`config.mk`:
```
export PLATFORM = sky130hd
export DESIGN_NAME = dvd_lpcm_frame_packer_unit
export DESIGN_NICKNAME = d
export VERILOG_FILES = /design/src/rtl/dlfp_pkg.sv /design/src/rtl/dvd_lpcm_frame_packer_unit.sv /design/src/rtl/dlfp_front.sv /design/src/rtl/dlfp_queue.sv /design/src/rtl/dlfp_back.sv
export SDC_FILE = /design/constraint.sdc
export NUM_CORES = 2
export LEC_CHECK = 0
export ABC_AREA = 1
export BUFFER_PORTS_ARGS = -buffer_cell sky130_fd_sc_hd__buf_4
export CAP_MARGIN = 30
export CORE_MARGIN = 2
export CORE_UTILIZATION = 30
export DETAILED_ROUTE_END_ITERATION = 6
export HOLD_SLACK_MARGIN = 0.06
export PLACE_DENSITY = 0.46
export SYNTH_ARGS = -nofsm -noshare
export SYNTH_HDL_FRONTEND = slang
export SYNTH_SLANG_ARGS = --single-unit
```
`constraint.sdc`:
```
create_clock -name clk_i -period 7.4 [get_ports clk_i]
set_input_delay 1.11 -clock clk_i [delete_from_list [all_inputs] [get_ports clk_i]]
set_output_delay 1.11 -clock clk_i [all_outputs]
set_load 0.02 [all_outputs]
```
`src/rtl/dlfp_pkg.sv`:
```
`timescale 1ns / 1ps
// ---------------------------------------------------------------------------
// dlfp_pkg
// Shared types, constants and rate tables for the DVD LPCM frame packer.
// ---------------------------------------------------------------------------
package dlfp_pkg;

  // Width of the signed group offset between a chunk start and a frame start
  localparam int OFFSET_BITS = 24;

  // Frame time is offset * 90000 / rate. 48k, 96k and 32k reduce to a small
  // multiplier over a power of two; 44.1k is 2 + 2/49 and uses a reciprocal.
  localparam int NUM_W    = 7;
  localparam int SH_W     = 3;
  localparam int RECIP_SH = OFFSET_BITS + 7;
  localparam int RECIP_W  = OFFSET_BITS + 2;
  localparam int MUL_W    = 2 * OFFSET_BITS + 3;
  localparam int QUO_W    = OFFSET_BITS + 2;
  localparam longint unsigned RECIP_49_FULL =
    ((64'd1 << RECIP_SH) + 64'd48) / 64'd49;
  localparam logic [RECIP_W-1:0] RECIP_49 = RECIP_W'(RECIP_49_FULL);

  localparam int PTS_W  = 33;
  localparam int GI_W   = 8;   // group index inside a frame, up to 160 groups
  localparam int IG_W   = 3;   // word index inside a group, up to 8 channels
  localparam int FN_W   = 5;

  // Queue between front and back
  localparam int Q_DEPTH = 2;
  localparam int Q_AW    = $clog2(Q_DEPTH);
  localparam int Q_CW    = $clog2(Q_DEPTH + 1);

  // Configuration register indexes
  localparam logic [1:0] CFG_RATE_SELECT   = 2'd0;
  localparam logic [1:0] CFG_CHANNEL_COUNT = 2'd1;

  // Sample rate codes
  localparam logic [1:0] RATE_48K  = 2'd0;
  localparam logic [1:0] RATE_96K  = 2'd1;
  localparam logic [1:0] RATE_44K1 = 2'd2;
  localparam logic [1:0] RATE_32K  = 2'd3;

  localparam logic [1:0] RATE_RESET = RATE_48K;
  localparam logic [3:0] CHAN_RESET = 4'd2;
  localparam logic [3:0] CHAN_MAX   = 4'd8;

  // Header words
  localparam logic [15:0] HDR_FRAMES_WORD = 16'h0100;
  localparam logic [7:0]  DRC_NEUTRAL     = 8'h80;

  typedef struct packed {
    logic [15:0]      sample;
    logic             chunk_first;
    logic [PTS_W-1:0] chunk_pts;
  } in_item_t;

  typedef struct packed {
    logic [15:0]      frame_word;
    logic             is_header;
    logic             frame_last;
    logic [PTS_W-1:0] frame_pts;
  } out_item_t;

  // Classified word handed from front to back
  typedef struct packed {
    logic [15:0]            sample;
    logic                   hdr;
    logic                   last;
    logic [FN_W-1:0]        frame_no;
    logic [1:0]             rate;
    logic [2:0]             chan_m1;
    logic [OFFSET_BITS-1:0] offset;
    logic [PTS_W-1:0]       base_pts;
  } work_t;

  typedef enum logic [2:0] {
    ST_IDLE,
    ST_HDR0,
    ST_HDR1,
    ST_HDR2,
    ST_MUL,
    ST_DIV,
    ST_DATA
  } back_state_e;

  // Sample groups per frame
  function automatic logic [GI_W-1:0] group_count(input logic [1:0] rate);
    logic [GI_W-1:0] n;
    case (rate)
      RATE_48K:  n = 8'd80;
      RATE_96K:  n = 8'd160;
      RATE_44K1: n = 8'd73;
      RATE_32K:  n = 8'd53;
      default:   n = 8'd80;
    endcase
    return n;
  endfunction

  // 90000 / rate as multiplier over 2^shift; 44.1k takes the reciprocal path
  function automatic logic [NUM_W-1:0] ratio_num(input logic [1:0] rate);
    logic [NUM_W-1:0] n;
    case (rate)
      RATE_48K:  n = 7'd15;
      RATE_96K:  n = 7'd15;
      RATE_32K:  n = 7'd45;
      default:   n = 7'd15;
    endcase
    return n;
  endfunction

  function automatic logic [SH_W-1:0] ratio_shift(input logic [1:0] rate);
    logic [SH_W-1:0] s;
    case (rate)
      RATE_48K:  s = 3'd3;
      RATE_96K:  s = 3'd4;
      RATE_32K:  s = 3'd4;
      default:   s = 3'd3;
    endcase
    return s;
  endfunction

endpackage

```
`src/rtl/dvd_lpcm_frame_packer_unit.sv`:
```
`timescale 1ns / 1ps
// ---------------------------------------------------------------------------
// dvd_lpcm_frame_packer_unit
// Packs interleaved 16-bit PCM sample words into DVD LPCM frames.
// ---------------------------------------------------------------------------
// Usage:
//   Input queue side: drive in_item_i and raise push; a word is taken on a
//   clock edge with push high and full low. Result side: while empty is low
//   the oldest result word sits on out_item_o; pop takes it.
//   Config: cfg_valid_i with cfg_index_i (0 rate select, 1 channel count)
//   and cfg_data_i; cfg_ready_o is always high. Write only while idle; a
//   write restarts framing at a frame boundary with frame number zero.
// Flow:
//   A taken word is written into the queue; the back end, when idle, reads
//   it into its work register and then loads its result word. A frame
//   start first emits three header words, and a frame end first works out
//   the timestamp (a multiply, then a shift or a reciprocal step). The back
//   end takes no new word until the result word of the last one is loaded.
//   A two-entry queue decouples input from output.
// Reset: rate 48 kHz, 2 channels, all framing and chunk state cleared.
// Stall: when pop stays low the result word holds, the back end waits and
//   the queue fills, then full rises.
// ---------------------------------------------------------------------------
module dvd_lpcm_frame_packer_unit (
  input  logic                clk_i,
  input  logic                rst_ni,
  input  logic                cfg_valid_i,
  output logic                cfg_ready_o,
  input  logic [1:0]          cfg_index_i,
  input  logic [3:0]          cfg_data_i,
  input  logic                push,
  output logic                full,
  input  dlfp_pkg::in_item_t  in_item_i,
  output logic                empty,
  input  logic                pop,
  output dlfp_pkg::out_item_t out_item_o
);

  logic            q_wr, q_full, q_rd, q_empty;
  dlfp_pkg::work_t q_wdata, q_rdata;

  assign cfg_ready_o = 1'b1;
  assign full        = q_full;

  // Front end: config, position tracking, classification
  dlfp_front u_front (
    .cfg_valid_i (cfg_valid_i),
    .cfg_index_i (cfg_index_i),
    .cfg_data_i  (cfg_data_i),
    .clk_i       (clk_i),
    .rst_ni      (rst_ni),
    .push_i      (push),
    .item_i      (in_item_i),
    .q_full_i    (q_full),
    .q_wr_o      (q_wr),
    .q_data_o    (q_wdata)
  );

  // Decoupling queue
  dlfp_queue u_queue (
    .clk_i     (clk_i),
    .rst_ni    (rst_ni),
    .wr_i      (q_wr),
    .wr_data_i (q_wdata),
    .full_o    (q_full),
    .rd_i      (q_rd),
    .rd_data_o (q_rdata),
    .empty_o   (q_empty)
  );

  // Back end: header, timestamp and word output
  dlfp_back u_back (
    .clk_i     (clk_i),
    .rst_ni    (rst_ni),
    .q_empty_i (q_empty),
    .q_data_i  (q_rdata),
    .q_rd_o    (q_rd),
    .pop_i     (pop),
    .empty_o   (empty),
    .item_o    (out_item_o)
  );

endmodule

```
`src/rtl/dlfp_front.sv`:
```
`timescale 1ns / 1ps
// ---------------------------------------------------------------------------
// dlfp_front
// Accepts sample words, tracks frame and chunk position, holds the
// configuration registers and classifies each word for the back end.
// ---------------------------------------------------------------------------
module dlfp_front (
  input  logic                cfg_valid_i,
  input  logic [1:0]          cfg_index_i,
  input  logic [3:0]          cfg_data_i,
  input  logic                clk_i,
  input  logic                rst_ni,
  input  logic                push_i,
  input  dlfp_pkg::in_item_t  item_i,
  input  logic                q_full_i,
  output logic                q_wr_o,
  output dlfp_pkg::work_t     q_data_o
);

  localparam int OB = dlfp_pkg::OFFSET_BITS;
  localparam logic [OB-1:0] OFF_MAX = {1'b0, {(OB-1){1'b1}}};

  logic [1:0]                  rate_q, rate_d;
  logic [3:0]                  chan_q, chan_d;
  logic [dlfp_pkg::GI_W-1:0]   gi_q, gi_d;
  logic [dlfp_pkg::IG_W-1:0]   ig_q, ig_d;
  logic [dlfp_pkg::FN_W-1:0]   fn_q, fn_d;
  logic [OB-1:0]               foff_q, foff_d;
  logic [dlfp_pkg::PTS_W-1:0]  lpts_q, lpts_d;
  logic [OB-1:0]               sinc_q, sinc_d;

  logic [dlfp_pkg::GI_W-1:0]   fs;
  logic [2:0]                  chan_m1;
  logic                        wrapped;
  logic [dlfp_pkg::GI_W-1:0]   gi_e;
  logic [dlfp_pkg::IG_W-1:0]   ig_e;
  logic                        start, grp_end, last, accept;
  logic [OB-1:0]               sinc_t;

  // Channel count in effect, minus one: 0 acts as 1, above 8 acts as 8
  always_comb begin
    if (chan_q == 4'd0) begin
      chan_m1 = 3'd0;
    end else if (chan_q > dlfp_pkg::CHAN_MAX) begin
      chan_m1 = 3'd7;
    end else begin
      chan_m1 = 3'(chan_q - 4'd1);
    end
  end

  assign fs      = dlfp_pkg::group_count(rate_q);
  assign wrapped = (gi_q >= fs);
  assign gi_e    = wrapped ? '0 : gi_q;
  assign ig_e    = wrapped ? '0 : ig_q;
  assign start   = (gi_e == '0) && (ig_e == '0);
  assign grp_end = (ig_e == chan_m1);
  assign last    = grp_end && (gi_e == fs - 8'd1);
  assign accept  = push_i && !q_full_i;
  assign q_wr_o  = accept;

  // Position, chunk and frame bookkeeping
  always_comb begin
    rate_d = rate_q;
    chan_d = chan_q;
    gi_d   = gi_q;
    ig_d   = ig_q;
    fn_d   = fn_q;
    foff_d = foff_q;
    lpts_d = lpts_q;
    sinc_d = sinc_q;
    sinc_t = sinc_q;

    if (start) begin
      foff_d = sinc_q;
    end
    if (item_i.chunk_first) begin
      lpts_d = item_i.chunk_pts;
      sinc_t = '0;
      foff_d = OB'(0) - {{(OB-dlfp_pkg::GI_W){1'b0}}, gi_e};
    end

    if (accept) begin
      if (grp_end) begin
        sinc_d = (sinc_t < OFF_MAX) ? sinc_t + OB'(1) : OFF_MAX;
      end else begin
        sinc_d = sinc_t;
      end
      if (last) begin
        fn_d = fn_q + 5'd1;
        gi_d = '0;
        ig_d = '0;
      end else if (grp_end) begin
        gi_d = gi_e + 8'd1;
        ig_d = '0;
      end else begin
        gi_d = gi_e;
        ig_d = ig_e + 3'd1;
      end
    end else begin
      foff_d = foff_q;
      lpts_d = lpts_q;
    end

    // Register writes clear frame state
    if (cfg_valid_i &&
        (cfg_index_i == dlfp_pkg::CFG_RATE_SELECT ||
         cfg_index_i == dlfp_pkg::CFG_CHANNEL_COUNT)) begin
      if (cfg_index_i == dlfp_pkg::CFG_RATE_SELECT) begin
        rate_d = cfg_data_i[1:0];
      end else begin
        chan_d = cfg_data_i;
      end
      gi_d   = '0;
      ig_d   = '0;
      fn_d   = '0;
      foff_d = '0;
    end
  end

  // Classified word for the back end
  always_comb begin
    q_data_o.sample   = item_i.sample;
    q_data_o.hdr      = start;
    q_data_o.last     = last;
    q_data_o.frame_no = fn_q;
    q_data_o.rate     = rate_q;
    q_data_o.chan_m1  = chan_m1;
    q_data_o.offset   = foff_d;
    q_data_o.base_pts = lpts_d;
  end

  always_ff @(posedge clk_i or negedge rst_ni) begin
    if (!rst_ni) begin
      rate_q <= dlfp_pkg::RATE_RESET;
      chan_q <= dlfp_pkg::CHAN_RESET;
      gi_q   <= '0;
      ig_q   <= '0;
      fn_q   <= '0;
      foff_q <= '0;
      lpts_q <= '0;
      sinc_q <= '0;
    end else begin
      rate_q <= rate_d;
      chan_q <= chan_d;
      gi_q   <= gi_d;
      ig_q   <= ig_d;
      fn_q   <= fn_d;
      foff_q <= foff_d;
      lpts_q <= lpts_d;
      sinc_q <= sinc_d;
    end
  end

endmodule

```
`src/rtl/dlfp_queue.sv`:
```
`timescale 1ns / 1ps
// ---------------------------------------------------------------------------
// dlfp_queue
// Short register queue of classified words between front and back end.
// ---------------------------------------------------------------------------
module dlfp_queue (
  input  logic             clk_i,
  input  logic             rst_ni,
  input  logic             wr_i,
  input  dlfp_pkg::work_t  wr_data_i,
  output logic             full_o,
  input  logic             rd_i,
  output dlfp_pkg::work_t  rd_data_o,
  output logic             empty_o
);

  dlfp_pkg::work_t             mem_q [dlfp_pkg::Q_DEPTH];
  logic [dlfp_pkg::Q_AW-1:0]   wp_q, wp_d, rp_q, rp_d;
  logic [dlfp_pkg::Q_CW-1:0]   cnt_q, cnt_d;
  logic                        do_wr, do_rd;

  assign full_o    = (cnt_q == dlfp_pkg::Q_CW'(dlfp_pkg::Q_DEPTH));
  assign empty_o   = (cnt_q == '0);
  assign rd_data_o = mem_q[rp_q];
  assign do_wr     = wr_i && !full_o;
  assign do_rd     = rd_i && !empty_o;

  // Pointer and fill count
  always_comb begin
    wp_d  = wp_q;
    rp_d  = rp_q;
    cnt_d = cnt_q;
    if (do_wr) begin
      wp_d = (wp_q == dlfp_pkg::Q_AW'(dlfp_pkg::Q_DEPTH - 1)) ? '0 : wp_q + 1'b1;
    end
    if (do_rd) begin
      rp_d = (rp_q == dlfp_pkg::Q_AW'(dlfp_pkg::Q_DEPTH - 1)) ? '0 : rp_q + 1'b1;
    end
    if (do_wr && !do_rd) begin
      cnt_d = cnt_q + 1'b1;
    end else if (do_rd && !do_wr) begin
      cnt_d = cnt_q - 1'b1;
    end
  end

  always_ff @(posedge clk_i or negedge rst_ni) begin
    if (!rst_ni) begin
      wp_q  <= '0;
      rp_q  <= '0;
      cnt_q <= '0;
    end else begin
      wp_q  <= wp_d;
      rp_q  <= rp_d;
      cnt_q <= cnt_d;
    end
  end

  // Storage
  always_ff @(posedge clk_i) begin
    if (do_wr) begin
      mem_q[wp_q] <= wr_data_i;
    end
  end

endmodule

```
`src/rtl/dlfp_back.sv`:
```
`timescale 1ns / 1ps
// ---------------------------------------------------------------------------
// dlfp_back
// Emits header and sample words, works out the frame timestamp with a
// multiply and a shift or reciprocal step, and holds the result word until
// it is popped.
// ---------------------------------------------------------------------------
module dlfp_back (
  input  logic                clk_i,
  input  logic                rst_ni,
  input  logic                q_empty_i,
  input  dlfp_pkg::work_t     q_data_i,
  output logic                q_rd_o,
  input  logic                pop_i,
  output logic                empty_o,
  output dlfp_pkg::out_item_t item_o
);

  localparam int OB = dlfp_pkg::OFFSET_BITS;
  localparam int MW = dlfp_pkg::MUL_W;
  localparam int QW = dlfp_pkg::QUO_W;

  dlfp_pkg::back_state_e       state_q, state_d;
  dlfp_pkg::work_t             w_q, w_d;
  logic [MW-1:0]               prod_q, prod_d;
  logic [QW-1:0]               quo_q, quo_d;
  logic                        ovld_q, ovld_d;
  dlfp_pkg::out_item_t         out_q, out_d;

  logic                        slot_free, neg, is_44k1;
  logic [OB-1:0]               mag;
  logic [OB:0]                 mag2;
  logic [MW-1:0]               prod;
  logic [QW-1:0]               quo;
  logic [QW+dlfp_pkg::PTS_W-1:0] q_ext;
  logic [dlfp_pkg::PTS_W-1:0]  pts;

  // Magnitude of the signed offset
  assign neg     = w_q.offset[OB-1];
  assign mag     = neg ? (OB'(0) - w_q.offset) : w_q.offset;
  assign mag2    = {mag, 1'b0};
  assign is_44k1 = (w_q.rate == dlfp_pkg::RATE_44K1);

  // Product: 2*mag times the reciprocal of 49, or mag times the rate multiplier
  assign prod = is_44k1 ? (MW'(mag2) * MW'(dlfp_pkg::RECIP_49))
                        : (MW'(mag) * MW'(dlfp_pkg::ratio_num(w_q.rate)));

  // Quotient: 2*mag + 2*mag/49 at 44.1k, else a plain shift
  assign quo = is_44k1 ? (QW'(mag2) + QW'(prod_q >> dlfp_pkg::RECIP_SH))
                       : QW'(prod_q >> dlfp_pkg::ratio_shift(w_q.rate));

  // Frame timestamp, wrapping mod 2^33
  assign q_ext = {{dlfp_pkg::PTS_W{1'b0}}, quo_q};
  assign pts   = neg ? (w_q.base_pts - q_ext[dlfp_pkg::PTS_W-1:0])
                     : (w_q.base_pts + q_ext[dlfp_pkg::PTS_W-1:0]);

  assign slot_free = !ovld_q || pop_i;
  assign empty_o   = !ovld_q;
  assign item_o    = out_q;

  // Sequencer: headers, timestamp, sample word
  always_comb begin
    state_d = state_q;
    w_d     = w_q;
    prod_d  = prod_q;
    quo_d   = quo_q;
    ovld_d  = ovld_q;
    out_d   = out_q;
    q_rd_o  = 1'b0;

    if (pop_i && ovld_q) begin
      ovld_d = 1'b0;
    end

    case (state_q)
      dlfp_pkg::ST_IDLE: begin
        if (!q_empty_i) begin
          w_d    = q_data_i;
          q_rd_o = 1'b1;
          if (q_data_i.hdr) begin
            state_d = dlfp_pkg::ST_HDR0;
          end else if (q_data_i.last) begin
            state_d = dlfp_pkg::ST_MUL;
          end else begin
            state_d = dlfp_pkg::ST_DATA;
          end
        end
      end
      dlfp_pkg::ST_HDR0: begin
        if (slot_free) begin
          ovld_d  = 1'b1;
          out_d   = '{dlfp_pkg::HDR_FRAMES_WORD, 1'b1, 1'b0, '0};
          state_d = dlfp_pkg::ST_HDR1;
        end
      end
      dlfp_pkg::ST_HDR1: begin
        if (slot_free) begin
          ovld_d  = 1'b1;
          out_d   = '{{11'd0, w_q.frame_no}, 1'b1, 1'b0, '0};
          state_d = dlfp_pkg::ST_HDR2;
        end
      end
      dlfp_pkg::ST_HDR2: begin
        if (slot_free) begin
          ovld_d  = 1'b1;
          out_d   = '{{2'b00, w_q.rate, 1'b0, w_q.chan_m1, dlfp_pkg::DRC_NEUTRAL},
                      1'b1, 1'b0, '0};
          state_d = w_q.last ? dlfp_pkg::ST_MUL : dlfp_pkg::ST_DATA;
        end
      end
      dlfp_pkg::ST_MUL: begin
        prod_d  = prod;
        state_d = dlfp_pkg::ST_DIV;
      end
      dlfp_pkg::ST_DIV: begin
        quo_d   = quo;
        state_d = dlfp_pkg::ST_DATA;
      end
      dlfp_pkg::ST_DATA: begin
        if (slot_free) begin
          ovld_d  = 1'b1;
          out_d   = '{w_q.sample, 1'b0, w_q.last, w_q.last ? pts : '0};
          state_d = dlfp_pkg::ST_IDLE;
        end
      end
      default: begin
        state_d = dlfp_pkg::ST_IDLE;
      end
    endcase
  end

  always_ff @(posedge clk_i or negedge rst_ni) begin
    if (!rst_ni) begin
      state_q <= dlfp_pkg::ST_IDLE;
      ovld_q  <= 1'b0;
    end else begin
      state_q <= state_d;
      ovld_q  <= ovld_d;
    end
  end

  // Payload registers
  always_ff @(posedge clk_i) begin
    w_q    <= w_d;
    prod_q <= prod_d;
    quo_q  <= quo_d;
    out_q  <= out_d;
  end

endmodule
```
==> results.md <==
- Status: finished, final reports clean
- Clock Tree Root: clkbuf_16
- Horiz. Die Dim: 366 um
- First-pass GRT wire length: 193000 um
- Seq cells post-synth: 489
- 1st-pass router iterations: 5
- Share of layout cells above drive strength 1: 13.7%
- # IOs: 115
- Slew HR: 40.6%
- GRT Util Overall: 18.8%
- Routed len/inst: 19.5 um
- RSZ-0062 raised after global routing: true
- Highest Clock Rate: 140 MHz
- Cell taking the most area after synthesis: edfxtp_1
- Grt total ovfl: 0
- Syn. warnings: 0
- Kind of cell adding the most delay to the critical path: adder cells
- Clock Path Buffers: 3
- Main flop type after synthesis: edfxtp_1
- Vias in the first global route: 30600
- Hold Path Class: reg -> reg
- Min Hold Slack: 0.487 ns
- Area Overhead vs Synth: 17.7%
- Clk sinks: 489
- Count of cell types in the netlist: 57
- Max-slew violations: 0
- Largest cells by area after synthesis: edfxtp_1 29%, fa_1 14%, ha_1 13%
- Post-synth top area share: 28.8%
- Clk_lat worst skew: 0.63 ns
- Worst r2r src: u_back.w_q[33]$_DFFE_PP_
- Largest net degree at the start of global routing: 65
- Post-route DRC: 0
- # setup viols final: 0
- Worst Hold Depth: 2
- Nets: 5462
- Critical-path top delay cell: fa_1
- Fin crit share: 96.5%
- Max-cap violations: 0
- Via-per-instance ratio: 4.69
- Mapped Nets: 5166
- Iteration-0 DRC Markers: 2139
- Measured slew at the worst slew-check pin: 0.890 ns
- Worst EP required: 7.84 ns
- Placer congestion estimate: 0.919
- R2r setup slk: 0.26 ns
- Crit path time final: 7.14 ns
- Buffers & Inverters on Critical Path: 12
- Synthesized cell area: 39400 sq um
- Max Fanout on Critical Path: 4
- WS Path Type: reg -> reg
- Die ar.: 134000 sq um
- Drt total wl: 127000 um
- Most common cell in the netlist: nand2_1
- Clk slew on worst S/H paths: 0.06 ns
- Mapped Cells: 4440
- Die Span Y: 366 um
- WP depth: 33
- Async S/R FF share, synth: 22.7%
- Hold path endpoint: u_front.chan_q[0]$_DFFE_PN0P_
- EDFF count, synth: 378
- Final core utilization: 35.7%
- Row Count: 132
- CTS tree: done
- Crit. End Element: flip-flop
- Num CTS Buffers: 52
- Syn avg cell area: 8.87 sq um
- H-tree level count: 2
- Max stage delay on crit path: 0.56 ns
- Startpoint class of the critical path: flip-flop
- Final Hold Fails: 0
- R2R Path End: u_back.prod_q[34]$_SDFFCE_PN0P_
- # hold bufs at CTS: 0
- Final Skew: 0.0415 ns
- Port Buffers: 113
- Fillers: 13500
- Total number of vias: 30600
- Hold_sp: u_front.chan_q[0]$_DFFE_PN0P_
- Core area: 130000 sq um
- Initial core utilization: 30.3%
- FF-to-FF path depth: 33
- Register area share after synthesis: 35.9%
- Commonest cells post-synth: 932 x nand2_1, 765 x inv_1, 397 x ha_1, 378 x edfxtp_1, 369 x nor2_1
- Ant diodes: 0
- WP data arrival: 7.58 ns
- Initial antenna violation count: 1
- Detailed placement HPWL: 103000 um
- Post-detailed-route count of antenna-violating nets: 0
worst max-delay path by stage:
stage	start	endpoint
after floorplan	u_back.w_q[33]$_DFFE_PP_	u_back.prod_q[37]$_SDFFCE_PN0P_
after global placement	u_back.w_q[33]$_DFFE_PP_	u_back.prod_q[50]$_SDFFCE_PN0P_
after detailed placement	u_back.w_q[33]$_DFFE_PP_	u_back.prod_q[50]$_SDFFCE_PN0P_
after CTS	u_back.w_q[33]$_DFFE_PP_	u_back.prod_q[49]$_SDFFCE_PN0P_
after global routing	u_back.w_q[34]$_DFFE_PP_	u_back.prod_q[44]$_SDFFCE_PN0P_
final	u_back.w_q[33]$_DFFE_PP_	u_back.prod_q[34]$_SDFFCE_PN0P_
through the flow:
| step | TNS (ns) | area (sq um) | cells | setup WS, ns |
|---|---|---|---|---|
| 2_1_floorplan | -0.0236 | 39400 | 4440 | -0.0236 |
| 3_3_place_gp | -0.143 | 43600 | 6408 | -0.129 |
| 3_5_place_dp | -0.304 | 43700 | 6410 | -0.104 |
| 4_1_cts | 0 | 45600 | 6509 | 0.00245 |
| 5_1_grt | -0.0671 | 46300 | 6522 | -0.0243 |
| 6_report | 0 | 46300 | 6522 | 0.260 |
timing repair:
item / 4_1_cts / 5_1_grt
pin swaps: 1 / 48
hold endpoints to repair: 0 / 0
setup buffers: 1 / 13
endpoints found under the setup margin: 13 / 29
gates cloned: 0 / 0
resized for setup: 15 / 164
worst register-to-register path: cells and delay by family (launching register included):
| family | cells | cell delay [ns] |
|---|---|---|
| flip-flops | 1 | 0.40 |
| AND/OR/NAND/NOR | 5 | 0.38 |
| adder cells (fa/ha/maj) | 9 | 3.60 |
| AO/OA/AOI/OAI | 6 | 0.96 |
| XOR/XNOR | 1 | 0.18 |
| buffers and inverters | 12 | 1.42 |
layout make-up:
type	count	area, sq um	area share (%)
clock buffer	73	1530	3.31
multi-input combinational	3085	22600	48.8
tap	1742	2180	4.71
inverter	779	2940	6.34
sequential	489	14100	30.5
timing repair buffer	329	2560	5.54
clock inverter	25	353	0.762
placed cells by master (no fill, tap or decap), types with 22 or more instances in the layout:
cell / netlist / final
a21oi_2: 11 / 31
o21ai_1: 8 / 29
inv_1: 765 / 744
o21bai_1: 23 / 22
nand2_1: 932 / 921
xnor2_1: 29 / 28
ha_1: 397 / 377
dfrtp_1: 110 / 109
a21oi_1: 269 / 246
nor2_4: 6 / 22
nand4_1: 48 / 48
edfxtp_1: 378 / 378
nor2_1: 369 / 341
mux2_2: 34 / 34
inv_2: 10 / 29
fa_1: 268 / 258
nor3_1: 38 / 31
nand3_1: 168 / 160
buf_4: 8 / 320
xor2_1: 68 / 64
clkbuf_16: 0 / 54
o21ai_0: 304 / 278
routing by layer:
layer	global-route usage, %	wire length (um)	vias up
li1	-	-	15100
met1	26.8	60900	14700
met2	29.6	56100	622
met3	3.06	6580	144
met4	4.80	3340	2
met5	0	13	-
state kept, by name, summed over array words and instances, names as in the netlist, 2 cells and up:
signal	cells
u_back.state_q	3
u_queue.mem_q	170
u_front.lpts_q	33
u_queue.cnt_q	2
u_front.ig_q	3
u_front.sinc_q	24
u_front.gi_q	8
u_front.foff_q	24
u_back.w_q	83
u_back.item_o	51
u_front.rate_q	2
u_front.chan_q	4
u_back.quo_q	26
u_back.prod_q	47
u_front.fn_q	5
cells by family (layout without fill, tap and decap cells):
group           after synthesis  count (layout)  share of synthesized area [%]
mux                          34              34                          0.973
xor+xnor                     97              97                           2.16
simple gates               1607            1607                           16.9
fa+ha+maj                   665             665                           26.2
flops                       489             489                           35.9
buf+inv                     866            1206                           8.49
compound gates              681             681                           9.31
other cells                   1               1                        0.00953
Power is not shown: default switching activity piles up to over one toggle a cycle in this logic, so the estimate is an artifact.
